`config.mk`:
```
export PLATFORM = sky130hd
export DESIGN_NAME = bitmap_page_allocator_flat
export DESIGN_NICKNAME = d
export VERILOG_FILES = /design/src/rtl/bpa_pkg.sv /design/src/rtl/bpa_if.sv /design/src/rtl/bpa_div.sv /design/src/rtl/bpa_ctrl.sv /design/src/rtl/bpa_dp.sv /design/src/rtl/bitmap_page_allocator.sv /design/src/flat_wrapper.sv
export SDC_FILE = /design/constraint.sdc
export NUM_CORES = 2
export LEC_CHECK = 0
export BUFFER_PORTS_ARGS = -buffer_cell sky130_fd_sc_hd__clkbuf_2
export CORE_MARGIN = 3
export CORE_UTILIZATION = 60
export DETAILED_ROUTE_END_ITERATION = 8
export PLACE_DENSITY = 0.73
export REMOVE_ABC_BUFFERS = 1
export SLEW_MARGIN = 10
export SYNTH_ARGS = -nofsm -noshare
export SYNTH_HDL_FRONTEND = slang
export SYNTH_SLANG_ARGS = --single-unit
```
`constraint.sdc`:
```
create_clock -name clk -period 20.2 [get_ports clk]
set_input_delay 6.06 -clock clk [delete_from_list [all_inputs] [get_ports clk]]
set_output_delay 6.06 -clock clk [all_outputs]
set_load 0.01 [all_outputs]
```
`src/rtl/bpa_pkg.sv`:
```
// Shared constants, codes and types of the bitmap page allocator.
// Every other file of the block imports this package.
package bpa_pkg;

  localparam int POOL_PAGES = 1024;
  localparam int PAGE_BYTES = 4096;

  localparam int CFG_W     = 20;
  localparam int CFG_IDX_W = 2;
  localparam int ADDR_W    = 32;
  localparam int CNT_W     = 11;

  localparam int WORD_BITS = (POOL_PAGES >= 64) ? 32 : 4;
  localparam int WB_W      = $clog2(WORD_BITS);
  localparam int IDX_W     = $clog2(POOL_PAGES);
  localparam int ROW_W     = IDX_W - WB_W;
  localparam int MEM_AW    = ROW_W + 1;
  localparam int SIZE_W    = $clog2(POOL_PAGES + 1);
  localparam int PB_W      = $clog2(PAGE_BYTES + 1);
  localparam int PROD_W    = CFG_W + PB_W;

  // The page size is a power of two, so byte and page numbers differ by a shift.
  localparam int PB_SHIFT  = $clog2(PAGE_BYTES);

  localparam logic [CFG_IDX_W-1:0] REG_KERNEL_FIRST = CFG_IDX_W'(0);
  localparam logic [CFG_IDX_W-1:0] REG_USER_FIRST   = CFG_IDX_W'(1);
  localparam logic [CFG_IDX_W-1:0] REG_USER_END     = CFG_IDX_W'(2);

  localparam logic [CFG_W-1:0] KERNEL_FIRST_RST = CFG_W'(256);
  localparam logic [CFG_W-1:0] USER_FIRST_RST   = CFG_W'(1280);
  localparam logic [CFG_W-1:0] USER_END_RST     = CFG_W'(2304);

  localparam logic [1:0] POOL_KERNEL = 2'd0;
  localparam logic [1:0] POOL_USER   = 2'd1;

  typedef enum logic {
    MODE_ALLOC = 1'b0,
    MODE_FREE  = 1'b1
  } mode_t;

  typedef enum logic [2:0] {
    ST_OK      = 3'd0,
    ST_ZERO    = 3'd1,
    ST_NOSPACE = 3'd2,
    ST_BADPOOL = 3'd3,
    ST_NOTUSED = 3'd4,
    ST_RANGE   = 3'd5
  } status_t;

  typedef enum logic [3:0] {
    S_CLR,
    S_IDLE,
    S_DECODE,
    S_SCAN,
    S_MARK,
    S_DIV_LOAD,
    S_RANGE,
    S_CHECK,
    S_UNMARK,
    S_FINISH
  } state_t;

  typedef enum logic [3:0] {
    OP_NONE,
    OP_CLR,
    OP_LATCH,
    OP_DECODE,
    OP_SCAN,
    OP_SET,
    OP_DIV_LOAD,
    OP_RANGE,
    OP_CHECK,
    OP_UNSET,
    OP_OUT
  } dp_op_t;

  typedef struct packed {
    dp_op_t  op;
    status_t code;
  } cmd_t;

  typedef struct packed {
    logic clr_end;
    logic is_free;
    logic cnt_zero;
    logic pool_bad;
    logic no_room;
    logic addr_bad;
    logic scan_hit;
    logic scan_miss;
    logic range_bad;
    logic pass_end;
    logic any_used;
  } sts_t;

endpackage

```
`src/rtl/bpa_if.sv`:
```
// Request and result channel interfaces of the bitmap page allocator.
// Depends on bpa_pkg for the field widths.
interface bpa_req_if;
  import bpa_pkg::*;
  logic              valid;
  logic              ready;
  logic              mode;
  logic [1:0]        pool;
  logic [ADDR_W-1:0] address;
  logic [CNT_W-1:0]  page_count;
  modport source(output valid, mode, pool, address, page_count, input ready);
  modport sink(input valid, mode, pool, address, page_count, output ready);
endinterface

interface bpa_res_if;
  import bpa_pkg::*;
  logic              valid;
  logic              ready;
  logic [ADDR_W-1:0] page_address;
  logic [2:0]        status;
  modport source(output valid, page_address, status, input ready);
  modport sink(input valid, page_address, status, output ready);
endinterface

```
`src/rtl/bpa_div.sv`:
```
// Divider by the constant page size; the size is a power of two, so the
// quotient is a registered right shift. Depends on bpa_pkg for the widths.
module bpa_div (
  input  logic                       clk,
  input  logic                       start,
  input  logic [bpa_pkg::ADDR_W-1:0] dividend,
  output logic [bpa_pkg::ADDR_W-1:0] quotient
);
  import bpa_pkg::*;

  always_ff @(posedge clk) begin
    if (start) begin
      quotient <= dividend >> PB_SHIFT;
    end
  end

endmodule

```
`src/rtl/bpa_ctrl.sv`:
```
// Sequencer of the bitmap page allocator: walks each request through its steps.
// Depends on bpa_pkg for the state, command and status types.
module bpa_ctrl (
  input  logic          clk,
  input  logic          rst,
  input  logic          in_valid,
  output logic          in_ready,
  output logic          out_valid,
  input  logic          out_ready,
  input  bpa_pkg::sts_t sts,
  output bpa_pkg::cmd_t cmd
);
  import bpa_pkg::*;

  state_t  state, state_next;
  status_t result_code, result_code_next;
  logic    out_valid_next;
  logic    load;

  always_ff @(posedge clk) begin
    if (rst) begin
      state       <= S_CLR;
      out_valid   <= 1'b0;
      result_code <= ST_OK;
    end else begin
      state       <= state_next;
      out_valid   <= out_valid_next;
      result_code <= result_code_next;
    end
  end

  always_comb begin
    state_next       = state;
    result_code_next = result_code;
    unique case (state)
      S_CLR: begin
        if (sts.clr_end) state_next = S_IDLE;
      end
      S_IDLE: begin
        if (in_valid) state_next = S_DECODE;
      end
      S_DECODE: begin
        if (sts.cnt_zero) begin
          state_next       = S_FINISH;
          result_code_next = ST_ZERO;
        end else if (!sts.is_free) begin
          if (sts.pool_bad) begin
            state_next       = S_FINISH;
            result_code_next = ST_BADPOOL;
          end else if (sts.no_room) begin
            state_next       = S_FINISH;
            result_code_next = ST_NOSPACE;
          end else begin
            state_next = S_SCAN;
          end
        end else if (sts.addr_bad) begin
          state_next       = S_FINISH;
          result_code_next = ST_BADPOOL;
        end else begin
          state_next = S_DIV_LOAD;
        end
      end
      S_SCAN: begin
        if (sts.scan_hit) begin
          state_next = S_MARK;
        end else if (sts.scan_miss) begin
          state_next       = S_FINISH;
          result_code_next = ST_NOSPACE;
        end
      end
      S_MARK: begin
        if (sts.pass_end) begin
          state_next       = S_FINISH;
          result_code_next = ST_OK;
        end
      end
      S_DIV_LOAD: begin
        state_next = S_RANGE;
      end
      S_RANGE: begin
        if (sts.range_bad) begin
          state_next       = S_FINISH;
          result_code_next = ST_RANGE;
        end else begin
          state_next = S_CHECK;
        end
      end
      S_CHECK: begin
        if (sts.pass_end) begin
          if (sts.any_used) begin
            state_next = S_UNMARK;
          end else begin
            state_next       = S_FINISH;
            result_code_next = ST_NOTUSED;
          end
        end
      end
      S_UNMARK: begin
        if (sts.pass_end) begin
          state_next       = S_FINISH;
          result_code_next = ST_OK;
        end
      end
      S_FINISH: begin
        if (!out_valid || out_ready) state_next = S_IDLE;
      end
      default: state_next = S_CLR;
    endcase
  end

  always_comb begin
    load     = (state == S_FINISH) && (!out_valid || out_ready);
    in_ready = (state == S_IDLE);
    cmd.code = result_code;
    unique case (state)
      S_CLR:      cmd.op = OP_CLR;
      S_IDLE:     cmd.op = in_valid ? OP_LATCH : OP_NONE;
      S_DECODE:   cmd.op = OP_DECODE;
      S_SCAN:     cmd.op = OP_SCAN;
      S_MARK:     cmd.op = OP_SET;
      S_DIV_LOAD: cmd.op = OP_DIV_LOAD;
      S_RANGE:    cmd.op = OP_RANGE;
      S_CHECK:    cmd.op = OP_CHECK;
      S_UNMARK:   cmd.op = OP_UNSET;
      S_FINISH:   cmd.op = load ? OP_OUT : OP_NONE;
      default:    cmd.op = OP_NONE;
    endcase
    out_valid_next = load | (out_valid & ~out_ready);
  end

endmodule

```
`src/rtl/bpa_dp.sv`:
```
// Datapath of the bitmap page allocator: registers, used-bit memory, scan and
// range logic. Depends on bpa_pkg and instantiates bpa_div.
module bpa_dp (
  input  logic                          clk,
  input  logic                          rst,
  input  logic                          cfg_en,
  input  logic [bpa_pkg::CFG_IDX_W-1:0] cfg_index,
  input  logic [bpa_pkg::CFG_W-1:0]     cfg_data,
  input  logic                          in_mode,
  input  logic [1:0]                    in_pool,
  input  logic [bpa_pkg::ADDR_W-1:0]    in_address,
  input  logic [bpa_pkg::CNT_W-1:0]     in_page_count,
  output logic [bpa_pkg::ADDR_W-1:0]    res_page_address,
  output logic [2:0]                    res_status,
  input  bpa_pkg::cmd_t                 cmd,
  output bpa_pkg::sts_t                 sts
);
  import bpa_pkg::*;

  localparam int CMP_W = (CNT_W > SIZE_W) ? CNT_W : SIZE_W;
  localparam int PA_W  = CFG_W + 1 + PB_W;

  function automatic logic [SIZE_W-1:0] span(input logic [CFG_W-1:0] lo,
                                             input logic [CFG_W-1:0] hi);
    logic [CFG_W-1:0] d;
    d = hi - lo;
    if (hi <= lo) span = '0;
    else if (d > CFG_W'(POOL_PAGES)) span = SIZE_W'(POOL_PAGES);
    else span = d[SIZE_W-1:0];
  endfunction

  logic [CFG_W-1:0]  kfp, ufp, uep;
  logic [PROD_W-1:0] kb, ub, eb;
  logic [SIZE_W-1:0] ksize, usize;

  logic              req_mode;
  logic [1:0]        req_pool;
  logic [ADDR_W-1:0] req_addr;
  logic [CNT_W-1:0]  req_cnt;

  logic              sel_r;
  logic [SIZE_W-1:0] size_r;
  logic [CFG_W-1:0]  first_r;
  logic [PROD_W-1:0] base_r;

  logic [SIZE_W-1:0] issue_ptr, test_ptr, run;
  logic              test_vld;
  logic [IDX_W-1:0]  lo_r, hi_r;
  logic [ROW_W-1:0]  row_issue, row_test;
  logic              row_vld;
  logic              any_r;
  logic [ADDR_W-1:0] pa_r;
  logic [MEM_AW-1:0] clr_ptr;

  logic [WORD_BITS-1:0] mem [2**MEM_AW];
  logic [WORD_BITS-1:0] rd_data;
  logic [MEM_AW-1:0]    rd_addr, wr_addr;
  logic [WORD_BITS-1:0] wr_data;
  logic                 wr_en;

  logic [PROD_W-1:0] addr_x;
  logic              in_k, in_u, sel_d;
  logic [SIZE_W-1:0] size_a;
  logic              bit_used;
  logic [SIZE_W-1:0] run_next;
  logic [CMP_W-1:0]  lo_full;
  logic [ROW_W-1:0]  lo_row, hi_row;
  logic [WB_W-1:0]   lo_b, hi_b;
  logic [WORD_BITS-1:0] mask;
  logic              row_hit;
  logic [ADDR_W-1:0] quot, idx_s, idx_c, hi_full;
  logic              div_start;
  logic [CFG_W:0]    pa_sum;
  logic              pass_op;

  bpa_div u_div (
    .clk      (clk),
    .start    (div_start),
    .dividend (req_addr - base_r[ADDR_W-1:0]),
    .quotient (quot)
  );

  always_ff @(posedge clk) begin
    if (rst) begin
      kfp <= KERNEL_FIRST_RST;
      ufp <= USER_FIRST_RST;
      uep <= USER_END_RST;
    end else if (cfg_en) begin
      if (cfg_index == REG_KERNEL_FIRST) kfp <= cfg_data;
      if (cfg_index == REG_USER_FIRST)   ufp <= cfg_data;
      if (cfg_index == REG_USER_END)     uep <= cfg_data;
    end
  end

  always_ff @(posedge clk) begin
    kb    <= PROD_W'(kfp) << PB_SHIFT;
    ub    <= PROD_W'(ufp) << PB_SHIFT;
    eb    <= PROD_W'(uep) << PB_SHIFT;
    ksize <= span(kfp, ufp);
    usize <= span(ufp, uep);
    pa_r  <= ADDR_W'(PA_W'(pa_sum) << PB_SHIFT);
  end

  always_comb begin
    addr_x       = PROD_W'(req_addr);
    in_k         = (kb <= addr_x) && (addr_x < ub);
    in_u         = (ub <= addr_x) && (addr_x < eb);
    size_a       = (req_pool == POOL_USER) ? usize : ksize;
    sel_d        = (req_mode == MODE_FREE) ? !in_k : (req_pool == POOL_USER);
    sts.is_free  = (req_mode == MODE_FREE);
    sts.cnt_zero = (req_cnt == '0);
    sts.pool_bad = (req_pool != POOL_KERNEL) && (req_pool != POOL_USER);
    sts.no_room  = CMP_W'(req_cnt) > CMP_W'(size_a);
    sts.addr_bad = (req_addr == '0) || !(in_k || in_u);

    bit_used      = rd_data[test_ptr[WB_W-1:0]];
    run_next      = bit_used ? '0 : run + 1'b1;
    sts.scan_hit  = test_vld && (CMP_W'(run_next) == CMP_W'(req_cnt));
    sts.scan_miss = test_vld && !sts.scan_hit && (test_ptr == size_r - 1'b1);
    lo_full       = CMP_W'(test_ptr) + 1'b1 - CMP_W'(req_cnt);

    lo_row       = lo_r[IDX_W-1:WB_W];
    hi_row       = hi_r[IDX_W-1:WB_W];
    lo_b         = (row_test == lo_row) ? lo_r[WB_W-1:0] : '0;
    hi_b         = (row_test == hi_row) ? hi_r[WB_W-1:0] : '1;
    mask         = ({WORD_BITS{1'b1}} << lo_b) & ({WORD_BITS{1'b1}} >> (~hi_b));
    row_hit      = |(rd_data & mask);
    sts.pass_end = row_vld && (row_test == hi_row);
    sts.any_used = any_r | row_hit;

    idx_s         = ADDR_W'(size_r);
    idx_c         = ADDR_W'(req_cnt);
    sts.range_bad = (quot > idx_s) || (idx_c > idx_s - quot);
    hi_full       = quot + idx_c - 1'b1;

    sts.clr_end = (clr_ptr == '1);
    div_start   = (cmd.op == OP_DIV_LOAD);
    pa_sum      = {1'b0, first_r} + (CFG_W + 1)'(lo_r);
    pass_op     = (cmd.op == OP_SET) || (cmd.op == OP_CHECK) || (cmd.op == OP_UNSET);
  end

  always_ff @(posedge clk) begin
    if (rst) begin
      clr_ptr <= '0;
    end else if (cmd.op == OP_CLR) begin
      clr_ptr <= clr_ptr + 1'b1;
    end
  end

  always_ff @(posedge clk) begin
    if (cmd.op == OP_LATCH) begin
      req_mode <= in_mode;
      req_pool <= in_pool;
      req_addr <= in_address;
      req_cnt  <= in_page_count;
    end
    if (cmd.op == OP_DECODE) begin
      sel_r     <= sel_d;
      size_r    <= sel_d ? usize : ksize;
      first_r   <= sel_d ? ufp : kfp;
      base_r    <= sel_d ? ub : kb;
      issue_ptr <= '0;
      test_vld  <= 1'b0;
      run       <= '0;
    end
    if (cmd.op == OP_SCAN) begin
      issue_ptr <= issue_ptr + 1'b1;
      test_ptr  <= issue_ptr;
      test_vld  <= issue_ptr < size_r;
      if (test_vld) run <= run_next;
      if (sts.scan_hit) begin
        lo_r      <= lo_full[IDX_W-1:0];
        hi_r      <= test_ptr[IDX_W-1:0];
        row_issue <= lo_full[IDX_W-1:WB_W];
        row_vld   <= 1'b0;
      end
    end
    if (cmd.op == OP_RANGE) begin
      lo_r      <= quot[IDX_W-1:0];
      hi_r      <= hi_full[IDX_W-1:0];
      row_issue <= quot[IDX_W-1:WB_W];
      row_vld   <= 1'b0;
      any_r     <= 1'b0;
    end
    if (pass_op) begin
      if (sts.pass_end) begin
        row_issue <= lo_row;
        row_vld   <= 1'b0;
      end else begin
        row_issue <= row_issue + 1'b1;
        row_test  <= row_issue;
        row_vld   <= 1'b1;
      end
    end
    if (cmd.op == OP_CHECK) begin
      any_r <= any_r | (row_vld & row_hit);
    end
    if (cmd.op == OP_OUT) begin
      res_status <= cmd.code;
      res_page_address <= ((cmd.code == ST_OK) && (req_mode == MODE_ALLOC)) ? pa_r : '0;
    end
  end

  always_comb begin
    rd_addr = (cmd.op == OP_SCAN) ? {sel_r, issue_ptr[IDX_W-1:WB_W]} : {sel_r, row_issue};
    wr_en   = 1'b0;
    wr_addr = {sel_r, row_test};
    wr_data = rd_data | mask;
    unique case (cmd.op)
      OP_CLR: begin
        wr_en   = 1'b1;
        wr_addr = clr_ptr;
        wr_data = (clr_ptr[ROW_W-1:0] == '0) ? WORD_BITS'(1) : '0;
      end
      OP_SET: begin
        wr_en = row_vld;
      end
      OP_UNSET: begin
        wr_en   = row_vld;
        wr_data = rd_data & ~mask;
      end
      default: wr_en = 1'b0;
    endcase
  end

  always_ff @(posedge clk) begin
    rd_data <= mem[rd_addr];
  end

  always_ff @(posedge clk) begin
    if (wr_en) mem[wr_addr] <= wr_data;
  end

endmodule

```
`src/rtl/bitmap_page_allocator.sv`:
```
// Top level of the bitmap page allocator: sequencer plus datapath.
// Depends on bpa_pkg, bpa_if, bpa_ctrl, bpa_dp and bpa_div.
//
// Two pools of 1024 pages each keep one used bit per page in a single memory of
// 32-bit rows. The block works on one request at a time and returns one result
// word per request word; a finished result waits in an output register while
// the next request word is taken. An allocate decodes the request, runs a
// first-fit scan over the pages of the pool (up to the pool size), one page
// per cycle from the memory read port, and then makes a pass that sets the
// used bits of each 32-page row the found run touches. A free finds its pool
// and page index (a shift by the page size), then makes a pass over the rows
// of the range to test them and, if a page is used, a second pass to clear
// them, and then outputs its result. Requests that fail early go straight to
// the output step. After reset a clearing pass, one row a cycle, writes the
// reset maps, and no request word is taken during it; configuration writes
// are taken at any time.
module bitmap_page_allocator (
  input  logic                          clk,
  input  logic                          rst,
  input  logic                          cfg_en,
  input  logic [bpa_pkg::CFG_IDX_W-1:0] cfg_index,
  input  logic [bpa_pkg::CFG_W-1:0]     cfg_data,
  bpa_req_if.sink                       req,
  bpa_res_if.source                     res
);
  import bpa_pkg::*;

  cmd_t cmd;
  sts_t sts;

  bpa_ctrl u_ctrl (
    .clk       (clk),
    .rst       (rst),
    .in_valid  (req.valid),
    .in_ready  (req.ready),
    .out_valid (res.valid),
    .out_ready (res.ready),
    .sts       (sts),
    .cmd       (cmd)
  );

  bpa_dp u_dp (
    .clk              (clk),
    .rst              (rst),
    .cfg_en           (cfg_en),
    .cfg_index        (cfg_index),
    .cfg_data         (cfg_data),
    .in_mode          (req.mode),
    .in_pool          (req.pool),
    .in_address       (req.address),
    .in_page_count    (req.page_count),
    .res_page_address (res.page_address),
    .res_status       (res.status),
    .cmd              (cmd),
    .sts              (sts)
  );

endmodule

```
`src/flat_wrapper.sv`:
```
// flat-port wrapper written by rule: the top's interface ports become plain ports
module bitmap_page_allocator_flat import bpa_pkg::*;
  (clk, rst, cfg_en, cfg_index, cfg_data, req_valid, req_mode, req_pool, req_address, req_page_count, req_ready, res_valid, res_page_address, res_status, res_ready);
  bpa_req_if req_i ();
  bpa_res_if res_i ();
  input  logic clk;
  input  logic rst;
  input  logic cfg_en;
  input  logic [bpa_pkg::CFG_IDX_W-1:0] cfg_index;
  input  logic [bpa_pkg::CFG_W-1:0] cfg_data;
  input wire logic [$bits(req_i.valid)-1:0] req_valid;
  input wire logic [$bits(req_i.mode)-1:0] req_mode;
  input wire logic [$bits(req_i.pool)-1:0] req_pool;
  input wire logic [$bits(req_i.address)-1:0] req_address;
  input wire logic [$bits(req_i.page_count)-1:0] req_page_count;
  output wire logic [$bits(req_i.ready)-1:0] req_ready;
  output wire logic [$bits(res_i.valid)-1:0] res_valid;
  output wire logic [$bits(res_i.page_address)-1:0] res_page_address;
  output wire logic [$bits(res_i.status)-1:0] res_status;
  input wire logic [$bits(res_i.ready)-1:0] res_ready;
  assign req_i.valid = req_valid;
  assign req_i.mode = req_mode;
  assign req_i.pool = req_pool;
  assign req_i.address = req_address;
  assign req_i.page_count = req_page_count;
  assign req_ready = req_i.ready;
  assign res_valid = res_i.valid;
  assign res_page_address = res_i.page_address;
  assign res_status = res_i.status;
  assign res_i.ready = res_ready;
  bitmap_page_allocator u_core (.clk(clk), .rst(rst), .cfg_en(cfg_en), .cfg_index(cfg_index), .cfg_data(cfg_data), .req(req_i), .res(res_i));
endmodule
```
==> metrics.md <==
| Metric | Value |
|---|---|
| Num ports | between 100 and 150 |
| Top delay family on crit path | compound AO/OA/AOI/OAI gates |
| Cell Pwr Density | around 120 nW/um^2 |
| CTS tree | built |
| Status | completed |
| Layout cells sized above 1 | about a tenth |
| Rel. slew slack | about 8.3% |
| Via-to-Cell Ratio | around 6.6 |
| Syn Area/Cell | ~12 sq um |
| Post-synthesis cell area | between 100000 and 150000 sq um |
| DP Cell Count | 10600 |
| Worst path bufs/invs | 3 |
| Worst IR Drop VDD | between 80 and 90 uV |
| Worst r2r src | u_core.u_ctrl.state[3] |
| Final net count | roughly 8800 |
| Postcts setup bufs | 0 |
| Crit-path max cell delay | ~0.8 ns |
| Number of global-route vias before repair | between 60000 and 70000 |
| Filler instances | around 12000 |
| Placed cell areas | 108000 sq um |
| Minimum clock period after layout | approximately 8.3 ns |
| Final period util | 41.2% |
| FP Rows | ~150 |
| Top FF cell, synth | edfxtp_1 |
| Detail Route Antenna Nets | 0 |
| Critical path fanouts, max | 64 |
| Worst setup startpoint | res_ready |
| Initial core utilization | about three fifths |
| Port Buffers | 97 |
| DR pass1 iterations | 6 |
| DR WL/cell | 28.4 um |
| Design Area, Final | between 100000 and 150000 sq um |
| Register area | a little over 70000 sq um |
| Count of pins over their slew limit | 0 |
| Clk Latency, worst-skew pair | 0.88 ns |
| Via count | about 70000 |
| Slowest stage cell, crit path | a211oi_4 |
| Setup crit end | u_core.u_dp.mem[30][31] |
| Arr. time, crit path | slightly below 9 ns |
| Crit path capture type | flip-flop |
| Die area | roughly 180000 sq um |
| Chip Width | 424 um |
| RePlAce Congestion | ~0.95 |
| Seq cells post-synth | 2463 |
| CTS resizes | 0 |
| Unrepaired setup endpoints after global routing | false |
| Antenna violations before repair | 8 |
| Residual DRC | 0 |
| Unique masters post-synth | 105 |
| Final Skew | roughly 0.041 ns |
| # H-tree levels | 4 |
| Number of synthesized flops with an enable pin | approximately 2200 |
| Worst Path Required | about 21 ns |
| Largest net degree at the start of global routing | between 150 and 200 |
| Final Non-Filler Cells | 11000 |
| Seq/Total Area, Yosys | approximately two thirds |
| CP Class | input pin to flip-flop |
| Core Region | approximately 170000 sq um |
| HP Class | flip-flop to flip-flop |
| Area delta synth->final | 10.2% |
| Syn. warnings | 0 |
| TritonCTS Sinks | between 2000 and 2500 |
| Crit-path most repeated cell | buf_4 |
| Final count of hold timing violations | 0 |
| Clk slew on worst S/H paths | ~0.06 ns |
| Largest register FFs | 2048 |
| Mapped Cells | approximately 8600 |
| Starting DRT DRC Count | 11500 |
| Setup violators final | 0 |
| Placed wire-length estimate | 168000 um |
| Global-route wire length before repair | 449000 um |
| R2R Setup Slk | ~13 ns |
| Least-Margin Pin Slew | 1.37 ns |
| CTS root buf | clkbuf_16 |
| Max_cap viols | 0 |
| Reg2reg end | u_core.u_dp.rd_data[0] |
| Drt total wl | 313000 um |
| Hold Path Stages | 0 |
| Die Ht | between 400 and 500 um |
| R2R cell count | 14 |
| Tot GR Track Use | between 30% and 40% |
| Critical-path cell list | clkbuf_2 -> nor2b_1 -> nor3b_2 -> buf_4 -> a211oi_4 -> buf_4 -> o21ai_0 -> o21a_2 |
| Post-synth ARST share | 0% |
| Multi-input gate area | slightly above 30000 sq um |
| Largest registers | u_core.u_dp.mem: 2048 flops, u_core.u_dp.rd_data: 32 flops, u_core.u_dp.req_addr: 32 flops |
| Hold bufs inserted after CTS | 0 |
| Grt total ovfl | 0 |
| Crit path launch type | input pin |
| Peak Freq | ~120 MHz |
| Clock buffer depth | 3 |
| Num CTS Buffers | around 230 |
| Leak pwr | 41.3 nW |
| Biggest register | u_core.u_dp.mem |
| CP Depth | 8 |
-- power by group --
group          internal [mW]  switching (mW)  leakage (nW)
registers               6.35           0.196          22.4
logic                  0.733            2.21          15.1
clock network           2.49            1.90          3.80
total                   9.57            4.30          41.3
-- layout by cell type, fill, tap and decap left out, types with 27 or more instances in the layout --
master and instances:
mux2i_1 27, ha_1 211, nand3_1 567, clkinv_1 47
dfxtp_1 219, a311oi_1 388, nor2b_1 27, and3_1 281
xnor2_1 79, nand2_1 2315, clkbuf_16 238, clkbuf_2 97
clkinv_2 45, xor2_1 56, clkbuf_1 48, a21oi_1 301
mux4_2 36, a21o_1 64, edfxtp_1 2244, and2_1 32
nor3_1 44, buf_4 117, inv_1 205, o21ai_0 137
mux2_2 34, nor2_1 117, a31oi_1 143, nor2_4 65
nand4_1 42
-- cell type report --
cell class / instances / area share, %
antenna: 4 / 0.00865
clock buffer: 304 / 5.51
clock inverter: 133 / 1.16
inverter: 210 / 0.681
multi-input combinational: 5357 / 26.8
sequential: 2463 / 62.0
tap: 2310 / 2.50
timing repair buffer: 226 / 1.39
-- synth_stat cells, types with 14 or more instances --
| library cell | number | area (sq um) |
|---|---|---|
| nor2_1 | 184 | 691 |
| nand4_1 | 42 | 263 |
| nand2b_1 | 22 | 138 |
| a21oi_1 | 308 | 1540 |
| nor2b_1 | 27 | 169 |
| and2_1 | 33 | 206 |
| inv_1 | 205 | 769 |
| nand2_1 | 2316 | 8690 |
| mux2_2 | 35 | 394 |
| buf_2 | 128 | 641 |
| a31oi_1 | 143 | 895 |
| mux2i_1 | 31 | 310 |
| ha_1 | 211 | 2640 |
| nand3b_1 | 15 | 113 |
| and3_1 | 281 | 1760 |
| a21o_1 | 64 | 480 |
| a211oi_1 | 16 | 120 |
| xor2_1 | 56 | 490 |
| clkbuf_1 | 350 | 1310 |
| o21a_1 | 48 | 360 |
| nor4_1 | 22 | 138 |
| nor3_1 | 46 | 230 |
| buf_4 | 17 | 128 |
| o21ai_0 | 138 | 691 |
| nand3_1 | 567 | 2840 |
| xnor2_1 | 79 | 692 |
| a311oi_1 | 388 | 3400 |
| mux4_2 | 36 | 811 |
| buf_1 | 28 | 105 |
| edfxtp_1 | 2244 | 67400 |
| dfxtp_1 | 219 | 4380 |
| o31ai_1 | 14 | 105 |
-- how the worst min path moves through the flow --
stage,startpoint,endpoint,slack (ns)
after floorplan,u_core.u_dp.uep[0],u_core.u_dp.eb[12],0.35
after detailed placement,u_core.u_dp.uep[9],u_core.u_dp.eb[21],0.37
after global routing,u_core.u_dp.uep[9],u_core.u_dp.eb[21],0.39
after global placement,u_core.u_dp.uep[8],u_core.u_dp.eb[20],0.37
after CTS,u_core.u_dp.uep[7],u_core.u_dp.eb[19],0.38
final,u_core.u_dp.uep[7],u_core.u_dp.eb[19],0.38
-- metal layers --
layer  global-route usage [%]  wire length [um]
met5                        0                44
met3                     8.39             40200
met4                     16.3             16500
met1                     46.9            116000
met2                     51.5            140000
-- cells by family after synthesis --
kind of cell	count (synthesis)	synth area share (%)
fa+ha+maj	218	2.65
flops	2463	68.3
mux	103	1.46
xor+xnor	135	1.13
simple gates	3622	15.1
buf+inv	741	2.92
compound gates	1267	8.44
other cells	1	0.00357
-- per-stage QoR --
stage | TNS [ns] | hold slack (ns) | power, mW | utilization, % | setup WS (ns)
floorplan | -645.61 | 0.351 | 9.36 | - | -20.25
global placement | 0 | 0.372 | 9.41 | 62.5 | 11.15
detailed placement | 0 | 0.372 | 9.48 | 62.5 | 11.11
CTS | 0 | 0.382 | 13.8 | 67.0 | 11.98
global route | 0 | 0.392 | 14.3 | 67.0 | 11.89
finish | 0 | 0.380 | 13.9 | 67.0 | 11.88
No activity file was read; power rests on OpenSTA's default activity.
